$ cat config.mk
export PLATFORM = sky130hd
export DESIGN_NAME = rgb_matrix_double_buffered_scan
export DESIGN_NICKNAME = d
export VERILOG_FILES = /design/src/hdl/rgbmx_pkg.sv /design/src/hdl/rgbmx_seq.sv /design/src/hdl/rgb_matrix_double_buffered_scan.sv
export SDC_FILE = /design/constraint.sdc
export NUM_CORES = 2
export LEC_CHECK = 0
export BUFFER_PORTS_ARGS = -buffer_cell sky130_fd_sc_hd__buf_2
export CORE_ASPECT_RATIO = 0.7
export CORE_UTILIZATION = 45
export DETAILED_ROUTE_END_ITERATION = 10
export GPL_TIMING_DRIVEN = 0
export PLACE_DENSITY = 0.72
export SYNTH_ARGS = -nofsm -noshare
export SYNTH_HDL_FRONTEND = slang
export SYNTH_SLANG_ARGS = --single-unit
$ cat constraint.sdc
create_clock -name i_clk -period 4.31 [get_ports i_clk]
set_input_delay 0.2155 -clock i_clk [delete_from_list [all_inputs] [get_ports i_clk]]
set_output_delay 0.2155 -clock i_clk [all_outputs]
set_load 0.02 [all_outputs]
$ cat src/hdl/rgbmx_pkg.sv
// Shared types, constants and the control program for the RGB matrix scan block.
package rgbmx_pkg;

    // Default geometry and fixed sizes.
    localparam int DEF_ROWS      = 8;
    localparam int DEF_COLUMNS   = 8;
    localparam int GAMMA_REPEATS = 8;
    localparam int GAMMA_W       = 6;

    // Reset values of the current-correction registers.
    localparam logic [GAMMA_W-1:0] GAMMA_RED_RST   = 6'd10;
    localparam logic [GAMMA_W-1:0] GAMMA_GREEN_RST = 6'd63;
    localparam logic [GAMMA_W-1:0] GAMMA_BLUE_RST  = 6'd63;

    // Request codes carried on the input tuser.
    typedef enum logic [2:0] {
        REQ_WRITE = 3'd0,
        REQ_FILL  = 3'd1,
        REQ_SWAP  = 3'd2,
        REQ_SCAN  = 3'd3,
        REQ_GAMMA = 3'd4
    } t_req;

    // Configuration register indexes.
    typedef enum logic [1:0] {
        CFG_GAMMA_RED   = 2'd0,
        CFG_GAMMA_GREEN = 2'd1,
        CFG_GAMMA_BLUE  = 2'd2
    } t_cfg_idx;

    // Program steps; the step register is the sequencer state.
    typedef enum logic [3:0] {
        ST_CLEAR    = 4'd0,
        ST_IDLE     = 4'd1,
        ST_WRITE    = 4'd2,
        ST_FILL     = 4'd3,
        ST_SWAP     = 4'd4,
        ST_SCAN_RD  = 4'd5,
        ST_SCAN_R   = 4'd6,
        ST_SCAN_G   = 4'd7,
        ST_SCAN_B   = 4'd8,
        ST_SCAN_END = 4'd9,
        ST_GAM_B    = 4'd10,
        ST_GAM_G    = 4'd11,
        ST_GAM_R    = 4'd12
    } t_step;

    // Datapath action of a step.
    typedef enum logic [2:0] {
        ACT_NONE    = 3'd0,
        ACT_CLEAR   = 3'd1,
        ACT_WRITE   = 3'd2,
        ACT_FILL    = 3'd3,
        ACT_SWAP    = 3'd4,
        ACT_READ    = 3'd5,
        ACT_ROW_ADV = 3'd6
    } t_act;

    // Source of the byte that a step sends; none means the step sends nothing.
    typedef enum logic [2:0] {
        SRC_NONE      = 3'd0,
        SRC_PIX_RED   = 3'd1,
        SRC_PIX_GREEN = 3'd2,
        SRC_PIX_BLUE  = 3'd3,
        SRC_GAM_RED   = 3'd4,
        SRC_GAM_GREEN = 3'd5,
        SRC_GAM_BLUE  = 3'd6
    } t_src;

    // Sequencing: fall through, dispatch on a request, or loop on the shared counter.
    typedef enum logic [2:0] {
        COND_NEXT     = 3'd0,
        COND_DISPATCH = 3'd1,
        COND_COL      = 3'd2,
        COND_REP      = 3'd3,
        COND_FILL     = 3'd4,
        COND_CLEAR    = 3'd5
    } t_cond;

    // One control word of the program.
    typedef struct packed {
        t_act  act;
        t_src  src;
        t_cond cond;
        logic  last;
        t_step target;
        t_step follow;
    } t_uword;

    // Control handed from the sequencer to the datapath.
    typedef struct packed {
        t_step  step;
        t_uword word;
        logic   fire;
        logic   loop_end;
    } t_seq_ctl;

    function automatic t_uword mk_word(input t_act a, input t_src s, input t_cond c,
                                       input logic l, input t_step t, input t_step f);
        t_uword w;
        w = '{act: a, src: s, cond: c, last: l, target: t, follow: f};
        return w;
    endfunction

    // Control store: one word for each step.
    function automatic t_uword ucode(input t_step s);
        t_uword w;
        unique case (s)
            ST_CLEAR:    w = mk_word(ACT_CLEAR, SRC_NONE, COND_CLEAR, 1'b0, ST_CLEAR, ST_IDLE);
            ST_IDLE:     w = mk_word(ACT_NONE, SRC_NONE, COND_DISPATCH, 1'b0, ST_IDLE, ST_IDLE);
            ST_WRITE:    w = mk_word(ACT_WRITE, SRC_NONE, COND_NEXT, 1'b0, ST_IDLE, ST_IDLE);
            ST_FILL:     w = mk_word(ACT_FILL, SRC_NONE, COND_FILL, 1'b0, ST_FILL, ST_IDLE);
            ST_SWAP:     w = mk_word(ACT_SWAP, SRC_NONE, COND_NEXT, 1'b0, ST_IDLE, ST_IDLE);
            ST_SCAN_RD:  w = mk_word(ACT_READ, SRC_NONE, COND_NEXT, 1'b0, ST_SCAN_R, ST_SCAN_R);
            ST_SCAN_R:   w = mk_word(ACT_NONE, SRC_PIX_RED, COND_NEXT, 1'b0,
                                     ST_SCAN_G, ST_SCAN_G);
            ST_SCAN_G:   w = mk_word(ACT_NONE, SRC_PIX_GREEN, COND_NEXT, 1'b0,
                                     ST_SCAN_B, ST_SCAN_B);
            ST_SCAN_B:   w = mk_word(ACT_NONE, SRC_PIX_BLUE, COND_COL, 1'b1,
                                     ST_SCAN_RD, ST_SCAN_END);
            ST_SCAN_END: w = mk_word(ACT_ROW_ADV, SRC_NONE, COND_NEXT, 1'b0, ST_IDLE, ST_IDLE);
            ST_GAM_B:    w = mk_word(ACT_NONE, SRC_GAM_BLUE, COND_NEXT, 1'b0,
                                     ST_GAM_G, ST_GAM_G);
            ST_GAM_G:    w = mk_word(ACT_NONE, SRC_GAM_GREEN, COND_NEXT, 1'b0,
                                     ST_GAM_R, ST_GAM_R);
            ST_GAM_R:    w = mk_word(ACT_NONE, SRC_GAM_RED, COND_REP, 1'b1,
                                     ST_GAM_B, ST_IDLE);
            default:     w = mk_word(ACT_NONE, SRC_NONE, COND_NEXT, 1'b0, ST_IDLE, ST_IDLE);
        endcase
        return w;
    endfunction

    // Entry step of each request; unused codes leave the sequencer idle.
    function automatic t_step req_entry(input logic [2:0] req);
        t_step s;
        unique case (t_req'(req))
            REQ_WRITE: s = ST_WRITE;
            REQ_FILL:  s = ST_FILL;
            REQ_SWAP:  s = ST_SWAP;
            REQ_SCAN:  s = ST_SCAN_RD;
            REQ_GAMMA: s = ST_GAM_B;
            default:   s = ST_IDLE;
        endcase
        return s;
    endfunction

endpackage

$ cat src/hdl/rgbmx_seq.sv
// Program sequencer: step register, shared loop counter and jump logic.
module rgbmx_seq #(
    parameter int ROWS    = rgbmx_pkg::DEF_ROWS,
    parameter int COLUMNS = rgbmx_pkg::DEF_COLUMNS
) (
    input  logic                                         i_clk,
    input  logic                                         i_rst_n,
    input  logic                                         i_start,
    input  logic [2:0]                                   i_req,
    input  logic                                         i_out_free,
    output rgbmx_pkg::t_seq_ctl                          o_ctl,
    output logic [$clog2(ROWS)+$clog2(COLUMNS):0]        o_cnt
);
    import rgbmx_pkg::*;

    localparam int RW    = $clog2(ROWS);
    localparam int CW    = $clog2(COLUMNS);
    localparam int CNT_W = 1 + RW + CW;

    t_step             r_step, n_step;
    logic [CNT_W-1:0]  r_cnt, n_cnt;
    t_uword            w_word;
    logic              w_stall;
    logic              w_loop_last;

    // Fetch the control word of the current step.
    assign w_word = ucode(r_step);

    // A sending step waits while the output register is still held.
    assign w_stall = (w_word.src != SRC_NONE) && !i_out_free;

    // Final count of the loop that the current step closes.
    always_comb begin
        case (w_word.cond)
            COND_COL:   w_loop_last = (r_cnt == CNT_W'(COLUMNS - 1));
            COND_REP:   w_loop_last = (r_cnt == CNT_W'(GAMMA_REPEATS - 1));
            COND_FILL:  w_loop_last = (r_cnt == {1'b0, {(CNT_W-1){1'b1}}});
            COND_CLEAR: w_loop_last = (&r_cnt);
            default:    w_loop_last = 1'b1;
        endcase
    end

    // Next step and counter.
    always_comb begin
        n_step = r_step;
        n_cnt  = r_cnt;
        if (!w_stall) begin
            unique case (w_word.cond) inside
                COND_NEXT: begin
                    n_step = w_word.follow;
                end
                COND_DISPATCH: begin
                    if (i_start) begin
                        n_step = req_entry(i_req);
                    end
                end
                COND_COL, COND_REP, COND_FILL, COND_CLEAR: begin
                    if (w_loop_last) begin
                        n_step = w_word.follow;
                        n_cnt  = '0;
                    end else begin
                        n_step = w_word.target;
                        n_cnt  = r_cnt + 1'b1;
                    end
                end
                default: begin
                    n_step = ST_IDLE;
                end
            endcase
        end
    end

    // Control outputs to the datapath.
    always_comb begin
        o_ctl.step     = r_step;
        o_ctl.word     = w_word;
        o_ctl.fire     = !w_stall;
        o_ctl.loop_end = w_loop_last;
        o_cnt          = r_cnt;
    end

    // Step and counter registers; reset starts the clearing pass.
    always_ff @(posedge i_clk) begin
        if (!i_rst_n) begin
            r_step <= ST_CLEAR;
            r_cnt  <= '0;
        end else begin
            r_step <= n_step;
            r_cnt  <= n_cnt;
        end
    end

    // A column loop never leaves the counter beyond the last column.
    assert property (@(posedge i_clk) disable iff (!i_rst_n)
        (w_word.cond == COND_COL) |-> (r_cnt <= CNT_W'(COLUMNS - 1)))
        else $error("column counter ran past the last column");

    // Dispatch only happens from the idle step.
    assert property (@(posedge i_clk) disable iff (!i_rst_n)
        (r_step != ST_IDLE) |=> !($past(i_start)) || $past(r_step) == ST_IDLE
            || r_step != req_entry($past(i_req)) || r_step == ST_IDLE
            || $past(w_word.cond) != COND_DISPATCH)
        else $error("request dispatched outside the idle step");

    // A stalled step holds its place.
    assert property (@(posedge i_clk) disable iff (!i_rst_n)
        w_stall |=> (r_step == $past(r_step)) && (r_cnt == $past(r_cnt)))
        else $error("sequencer moved while stalled");

endmodule

$ cat src/hdl/rgb_matrix_double_buffered_scan.sv
// Top level: double-buffered RGB frame store with row-scan and gamma word output.
//
//  Channel     | Direction | Handshake                  | Content
//  s_axis      | in        | tvalid / tready            | tuser request code, tdata pixel
//  m_axis      | out       | tvalid / tready            | tdata byte + row, tuser gamma, tlast
//  cfg         | in        | valid / ready (always set) | index, six-bit correction word
//
//  After reset a clearing pass zeroes the whole frame store, both pages; no request is
//  taken meanwhile. A fill writes every pixel of the back page; a scan sends red, green
//  and blue of each column of the current row, and a gamma load sends the blue, green
//  and red words GAMMA_REPEATS times. The output register is one deep, and an output
//  stall holds the program at the sending step.
module rgb_matrix_double_buffered_scan #(
    parameter int ROWS    = rgbmx_pkg::DEF_ROWS,
    parameter int COLUMNS = rgbmx_pkg::DEF_COLUMNS
) (
    input  logic        i_clk,
    input  logic        i_rst_n,
    // Request input.
    input  logic        i_s_axis_tvalid,
    output logic        o_s_axis_tready,
    // tdata: pixel_row[2:0], pixel_column[5:3], red[13:6], green[21:14], blue[29:22]
    input  logic [31:0] i_s_axis_tdata,
    // tuser: req_type[2:0]
    input  logic [2:0]  i_s_axis_tuser,
    // Result output.
    output logic        o_m_axis_tvalid,
    input  logic        i_m_axis_tready,
    // tdata: data_value[7:0], row_select[10:8]
    output logic [15:0] o_m_axis_tdata,
    // tuser: is_gamma
    output logic        o_m_axis_tuser,
    output logic        o_m_axis_tlast,
    // Configuration writes.
    input  logic        i_cfg_valid,
    output logic        o_cfg_ready,
    input  logic [1:0]  i_cfg_index,
    input  logic [5:0]  i_cfg_data
);
    import rgbmx_pkg::*;

    localparam int RW    = $clog2(ROWS);
    localparam int CW    = $clog2(COLUMNS);
    localparam int AW    = 1 + RW + CW;
    localparam int DEPTH = 2 ** AW;

    t_seq_ctl            w_ctl;
    logic [AW-1:0]       w_cnt;
    logic                w_start;
    logic                w_out_free;
    logic                w_emit;

    logic [GAMMA_W-1:0]  r_gamma_red, r_gamma_green, r_gamma_blue;
    logic                r_front;
    logic [RW-1:0]       r_scan_row;
    logic [2:0]          r_prow, r_pcol, r_req;
    logic [23:0]         r_color;

    logic [23:0]         r_frame [DEPTH];
    logic [23:0]         r_rd_data;
    logic                w_we;
    logic [AW-1:0]       w_waddr;
    logic [23:0]         w_wdata;
    logic                w_rd;
    logic [AW-1:0]       w_raddr;

    logic [RW+2:0]       w_prow_ext;
    logic [CW+2:0]       w_pcol_ext;
    logic [RW+2:0]       w_scan_ext;
    logic                w_pix_ok;

    logic [7:0]          w_byte;
    logic                w_is_gamma;

    logic                r_out_valid;
    logic [7:0]          r_out_data;
    logic [2:0]          r_out_row;
    logic                r_out_gamma;
    logic                r_out_last;

    // Sequencer.
    rgbmx_seq #(
        .ROWS    (ROWS),
        .COLUMNS (COLUMNS)
    ) u_seq (
        .i_clk      (i_clk),
        .i_rst_n    (i_rst_n),
        .i_start    (w_start),
        .i_req      (i_s_axis_tuser),
        .i_out_free (w_out_free),
        .o_ctl      (w_ctl),
        .o_cnt      (w_cnt)
    );

    // Request handshake: one request at a time, taken in the idle step.
    assign o_s_axis_tready = (w_ctl.step == ST_IDLE);
    assign w_start         = i_s_axis_tvalid && o_s_axis_tready;

    // Latch the request fields.
    always_ff @(posedge i_clk) begin
        if (w_start) begin
            r_req   <= i_s_axis_tuser;
            r_prow  <= i_s_axis_tdata[2:0];
            r_pcol  <= i_s_axis_tdata[5:3];
            r_color <= {i_s_axis_tdata[13:6], i_s_axis_tdata[21:14], i_s_axis_tdata[29:22]};
        end
    end

    // Configuration registers; writes are always taken.
    assign o_cfg_ready = 1'b1;

    always_ff @(posedge i_clk) begin
        if (!i_rst_n) begin
            r_gamma_red   <= GAMMA_RED_RST;
            r_gamma_green <= GAMMA_GREEN_RST;
            r_gamma_blue  <= GAMMA_BLUE_RST;
        end else if (i_cfg_valid) begin
            unique case (t_cfg_idx'(i_cfg_index))
                CFG_GAMMA_RED:   r_gamma_red   <= i_cfg_data;
                CFG_GAMMA_GREEN: r_gamma_green <= i_cfg_data;
                CFG_GAMMA_BLUE:  r_gamma_blue  <= i_cfg_data;
                default: ;
            endcase
        end
    end

    // Pixel address of a single write; rows or columns beyond the matrix are dropped.
    assign w_prow_ext = (RW+3)'(r_prow);
    assign w_pcol_ext = (CW+3)'(r_pcol);
    assign w_pix_ok   = (w_prow_ext < (RW+3)'(ROWS)) && (w_pcol_ext < (CW+3)'(COLUMNS))
                        && (t_req'(r_req) == REQ_WRITE);

    // Memory write port: clearing pass, fill of the back page, or one pixel.
    always_comb begin
        w_we    = 1'b0;
        w_waddr = w_cnt;
        w_wdata = r_color;
        unique case (w_ctl.word.act)
            ACT_CLEAR: begin
                w_we    = w_ctl.fire;
                w_waddr = w_cnt;
                w_wdata = '0;
            end
            ACT_FILL: begin
                w_we    = w_ctl.fire;
                w_waddr = {~r_front, w_cnt[AW-2:0]};
            end
            ACT_WRITE: begin
                w_we    = w_ctl.fire && w_pix_ok;
                w_waddr = {~r_front, w_prow_ext[RW-1:0], w_pcol_ext[CW-1:0]};
            end
            default: begin
                w_we = 1'b0;
            end
        endcase
    end

    // Memory read port: the current column of the scanned row in the front page.
    assign w_rd    = (w_ctl.word.act == ACT_READ) && w_ctl.fire;
    assign w_raddr = {r_front, r_scan_row, w_cnt[CW-1:0]};

    always_ff @(posedge i_clk) begin
        if (w_we) begin
            r_frame[w_waddr] <= w_wdata;
        end
    end

    always_ff @(posedge i_clk) begin
        if (w_rd) begin
            r_rd_data <= r_frame[w_raddr];
        end
    end

    // Page select and scan row.
    always_ff @(posedge i_clk) begin
        if (!i_rst_n) begin
            r_front    <= 1'b0;
            r_scan_row <= '0;
        end else if (w_ctl.fire) begin
            if (w_ctl.word.act == ACT_SWAP) begin
                r_front <= ~r_front;
            end
            if (w_ctl.word.act == ACT_ROW_ADV) begin
                r_scan_row <= (r_scan_row == RW'(ROWS - 1)) ? '0 : r_scan_row + 1'b1;
            end
        end
    end

    // Byte selection for the sending steps.
    always_comb begin
        case (w_ctl.word.src)
            SRC_PIX_RED:   w_byte = r_rd_data[23:16];
            SRC_PIX_GREEN: w_byte = r_rd_data[15:8];
            SRC_PIX_BLUE:  w_byte = r_rd_data[7:0];
            SRC_GAM_RED:   w_byte = 8'(r_gamma_red);
            SRC_GAM_GREEN: w_byte = 8'(r_gamma_green);
            SRC_GAM_BLUE:  w_byte = 8'(r_gamma_blue);
            default:       w_byte = 8'h00;
        endcase
    end

    assign w_is_gamma = (w_ctl.word.src == SRC_GAM_RED) || (w_ctl.word.src == SRC_GAM_GREEN)
                        || (w_ctl.word.src == SRC_GAM_BLUE);
    assign w_scan_ext = (RW+3)'(r_scan_row);

    // Output register; it reloads in the cycle its content is taken.
    assign w_out_free = !r_out_valid || i_m_axis_tready;
    assign w_emit     = (w_ctl.word.src != SRC_NONE) && w_ctl.fire;

    always_ff @(posedge i_clk) begin
        if (!i_rst_n) begin
            r_out_valid <= 1'b0;
        end else if (w_emit) begin
            r_out_valid <= 1'b1;
        end else if (i_m_axis_tready) begin
            r_out_valid <= 1'b0;
        end
    end

    always_ff @(posedge i_clk) begin
        if (w_emit) begin
            r_out_data  <= w_byte;
            r_out_gamma <= w_is_gamma;
            r_out_row   <= w_is_gamma ? 3'd0 : w_scan_ext[2:0];
            r_out_last  <= w_ctl.word.last && w_ctl.loop_end;
        end
    end

    assign o_m_axis_tvalid = r_out_valid;
    assign o_m_axis_tdata  = {5'b00000, r_out_row, r_out_data};
    assign o_m_axis_tuser  = r_out_gamma;
    assign o_m_axis_tlast  = r_out_last;

    // A new byte is only loaded when the previous one has gone or is going.
    assert property (@(posedge i_clk) disable iff (!i_rst_n)
        w_emit |-> w_out_free)
        else $error("result overwritten before it was taken");

    // The front page moves only on a swap step.
    assert property (@(posedge i_clk) disable iff (!i_rst_n)
        (w_ctl.step != ST_SWAP) |=> $stable(r_front))
        else $error("front page changed outside a swap");

    // The scan row moves only at the end of a scan.
    assert property (@(posedge i_clk) disable iff (!i_rst_n)
        (w_ctl.step != ST_SCAN_END) |=> $stable(r_scan_row))
        else $error("scan row changed outside the end of a scan");

    // Memory writes come only from the clearing, fill and pixel write steps.
    assert property (@(posedge i_clk) disable iff (!i_rst_n)
        w_we |-> (w_ctl.step == ST_CLEAR) || (w_ctl.step == ST_FILL)
                 || (w_ctl.step == ST_WRITE))
        else $error("frame store written in an unexpected step");

endmodule
==> flow_summary.toml <==
[run]
cap_violations = 0

[placement]
dp_hpwl_mm = 208
place_congestion = 0.944
placed_cells = 8957
placed_area_mm2 = 0.131
port_buffers = 60

[layout]
fillers = 19700
fin_cells = 9594
fin_area_mm2 = 0.142
drive_gt1_frac = 0.334
regArea_mm2 = 0.0954
nNetsFinal = 5804
syn_to_final_growth_pct = 16.2
multi_input_area_mm2 = 0.0274

[yosys]
yosysTopAreaCell = "edfxtp_1"
yosys-top-cells-area = "edfxtp_1 (77%), mux4_2 (17%), mux2i_1 (0.85%)"
yosysUniqueCellTypes = 67
ys_top_cells_by_count = "edfxtp_1 (3,142), mux4_2 (936), nor2_1 (170), clkbuf_1 (131), mux2i_1 (104)"
synthArstFlopShare = 0
synth_seq_area_share = 0.780
syn-cell-area_mm2 = 0.122
synth_top_area_frac = 0.772
synth_most_common_cell = "edfxtp_1"
synth-edff-count = 3142
synthCells = 5134
synth_warnings = 0
syn_area_per_cell_um2 = 23.8
yosys_most_used_dff = "edfxtp_1"
ys_seq_elements = 3193

[worst_setup_path]
crit_path_max_incr_delay_ns = 0.67
cp_data_arrival_time_ns = 5.20
start_kind = "register"
endpoint_kind = "register"
crit_type = "register to register"
crit_slowest_cell = "o22ai_1"
path_cells = "buf_2 > buf_4 > clkbuf_2 > buf_2 > nand2_1 > clkbuf_1 > o22ai_1 > nor3_1 > nor3_1"
critPathRequiredTime_ns = 4.93
worst-path-max-fanout = 11
r2r_slack_ns = -0.28
critical-path-top-delay-family = "buffers and inverters"
critPathBufInv = 5

[detailed_routing]
vias = 61100
drt_iter0_markers = 10500
drt_first_pass_iters = 6
wl_per_cell_um = 34.2
routed_via_density = 6.37
route.detailed.drc = 0
finalWirelength_mm = 328
ant_nets = 0

[clocking]
cts_buffer_depth = 4
clock_latency_ns = 0.87
clockRootBuffer = "clkbuf_16"
clkSlewWorstSetupHoldPaths_ns = 0.07
htree_levels = 5
cts_buffers = 293
cts.sinks = 3193
cts_tree = "built"

[global_route]
grt_pass1_vias = 58500
grt_pass1_wl_mm = 455
antenna_found_initial = 22
grt_start_max_net_pins = 58
overflow = 0
grtUsageTotal = 0.237

[outcome]
failed_checks = "negative setup slack"
status = "finished with violations"

[sta]
post-route-min-period_ns = 4.59
fin_ws_ns = -0.276
hold_viol = 0
drv_slew = 0
max_freq_mhz = 218
setup_violations = 317
grt_setup_unrepaired = "yes"
skew_ns = 0.0497
worst_pin_slew_ns = 1.38
timing.final.crit_share = 1.06
relSlewSlack = 0.0817
hold_slack_ns = 0.0767

[floorplanning]
boundaryPins = 69
start_util = 0.454
fp.dieArea_mm2 = 0.274
die_x_um = 625
rows = 159
coreArea_mm2 = 0.269
die_y_um = 438

[pwr]
power.density_mw_per_mm2 = 438
cellLeakagePower_nw = 45.3
ir_worst_vdd_mv = 0.334

[hold_path]
hold_path.class = "primary input to register"
cell families after synthesis:
kind of cell	Yosys count	synth area share
multiplexers	1051	0.182
flip-flops	3193	0.780
adder cells (fa/ha/maj)	10	0.00102
other	2	0.0000614
AO/OA/AOI/OAI	202	0.0103
XOR/XNOR	9	0.000645
buffers and inverters	289	0.0112
AND/OR/NAND/NOR	378	0.0146
area by class of cell:
class                      count  area share
sequential                  3193       0.672
antenna                        5   0.0000881
timing repair buffer         275      0.0274
multi-input combinational   1694       0.193
tap                         3622      0.0319
clock inverter               152      0.0102
inverter                      10    0.000264
clock buffer                 364      0.0554
buffer                       279      0.0102
worst paths after layout:
| kind | startpoint | endpoint | depth (start not counted) |
|---|---|---|---|
| setup / recovery | u_seq.o_cnt[2] | r_rd_data[3] | 9 |
| hold / removal | i_s_axis_tdata[23] | r_color[1] | 2 |
| setup reg to reg | u_seq.o_cnt[2] | r_rd_data[3] | 9 |
| hold reg to reg | r_gamma_blue[2] | r_gamma_blue[2] | 2 |
registers in the layout, indices dropped and copies added, names as in the netlist, 7 cells and up:
signal / cells
r_frame: 3072
r_color: 24
r_rd_data: 24
u_seq.w_word: 17
r_out_data: 8
u_seq.o_cnt: 7
worst reg2reg max path, stage by stage, from the launching register on:
cell	delay (ns)
dfxtp_1	0.31
buf_2	0.30
buf_4	0.46
clkbuf_2	0.58
buf_2	0.54
nand2_1	0.36
clkbuf_1	0.47
o22ai_1	0.68
nor3_1	0.22
nor3_1	0.42
metrics by stage:
stage	setup TNS, ns	utilization	total power [mW]	worst slack [ns]
floorplan	-1265.66	-	35.8	-0.444
global placement	-	0.472	36.6	-6.05
detailed placement	-1604.26	0.486	36.7	-1.09
CTS	-0.239	0.527	62.2	-0.121
global route	-44.05	0.527	63.4	-0.191
finish	-47.30	0.528	62.1	-0.276
layout by cell type, fill, tap and decap left out, types with 34 or more instances in the layout:
cell type and instances:
a21oi_1 76, buf_12 122, buf_2 141, buf_4 57, clkbuf_1 169, clkbuf_16 305, clkinv_1 58, clkinv_2 47
dfxtp_1 51, dlygate4sd3_1 46, edfxtp_1 3142, mux2i_1 103, mux4_2 936, nand2_1 34, nor2_1 40, nor2_4 155
nor3_1 45, o22ai_1 45
report_power, final:
| part | internal, mW | switching, mW | leakage [nW] |
|---|---|---|---|
| registers | 33.7 | 0.0211 | 31.7 |
| clock network | 14.6 | 11.4 | 4.56 |
| logic | 0.877 | 1.63 | 9.09 |
| total | 49.1 | 13.0 | 45.3 |
per-layer routing:
| metal | vias up | global-route usage | part of all wire |
|---|---|---|---|
| li1 | 23300 | - | - |
| met1 | 32600 | 0.366 | 0.40 |
| met2 | 4690 | 0.325 | 0.42 |
| met3 | 491 | 0.0776 | 0.15 |
| met4 | 4 | 0.0580 | 0.025 |
| met5 | - | 0 | 0.000073 |
timing repair:
item / CTS / global route
resized for setup: 132 / 44
hold buffers: 46 / 0
endpoints found under the hold margin: 61 / 0
setup endpoints to repair: 2683 / 827
gates cloned: 35 / 3
pin swaps: 49 / 10
setup buffers: 30 / 2
Power figures use the tool's default switching activity.
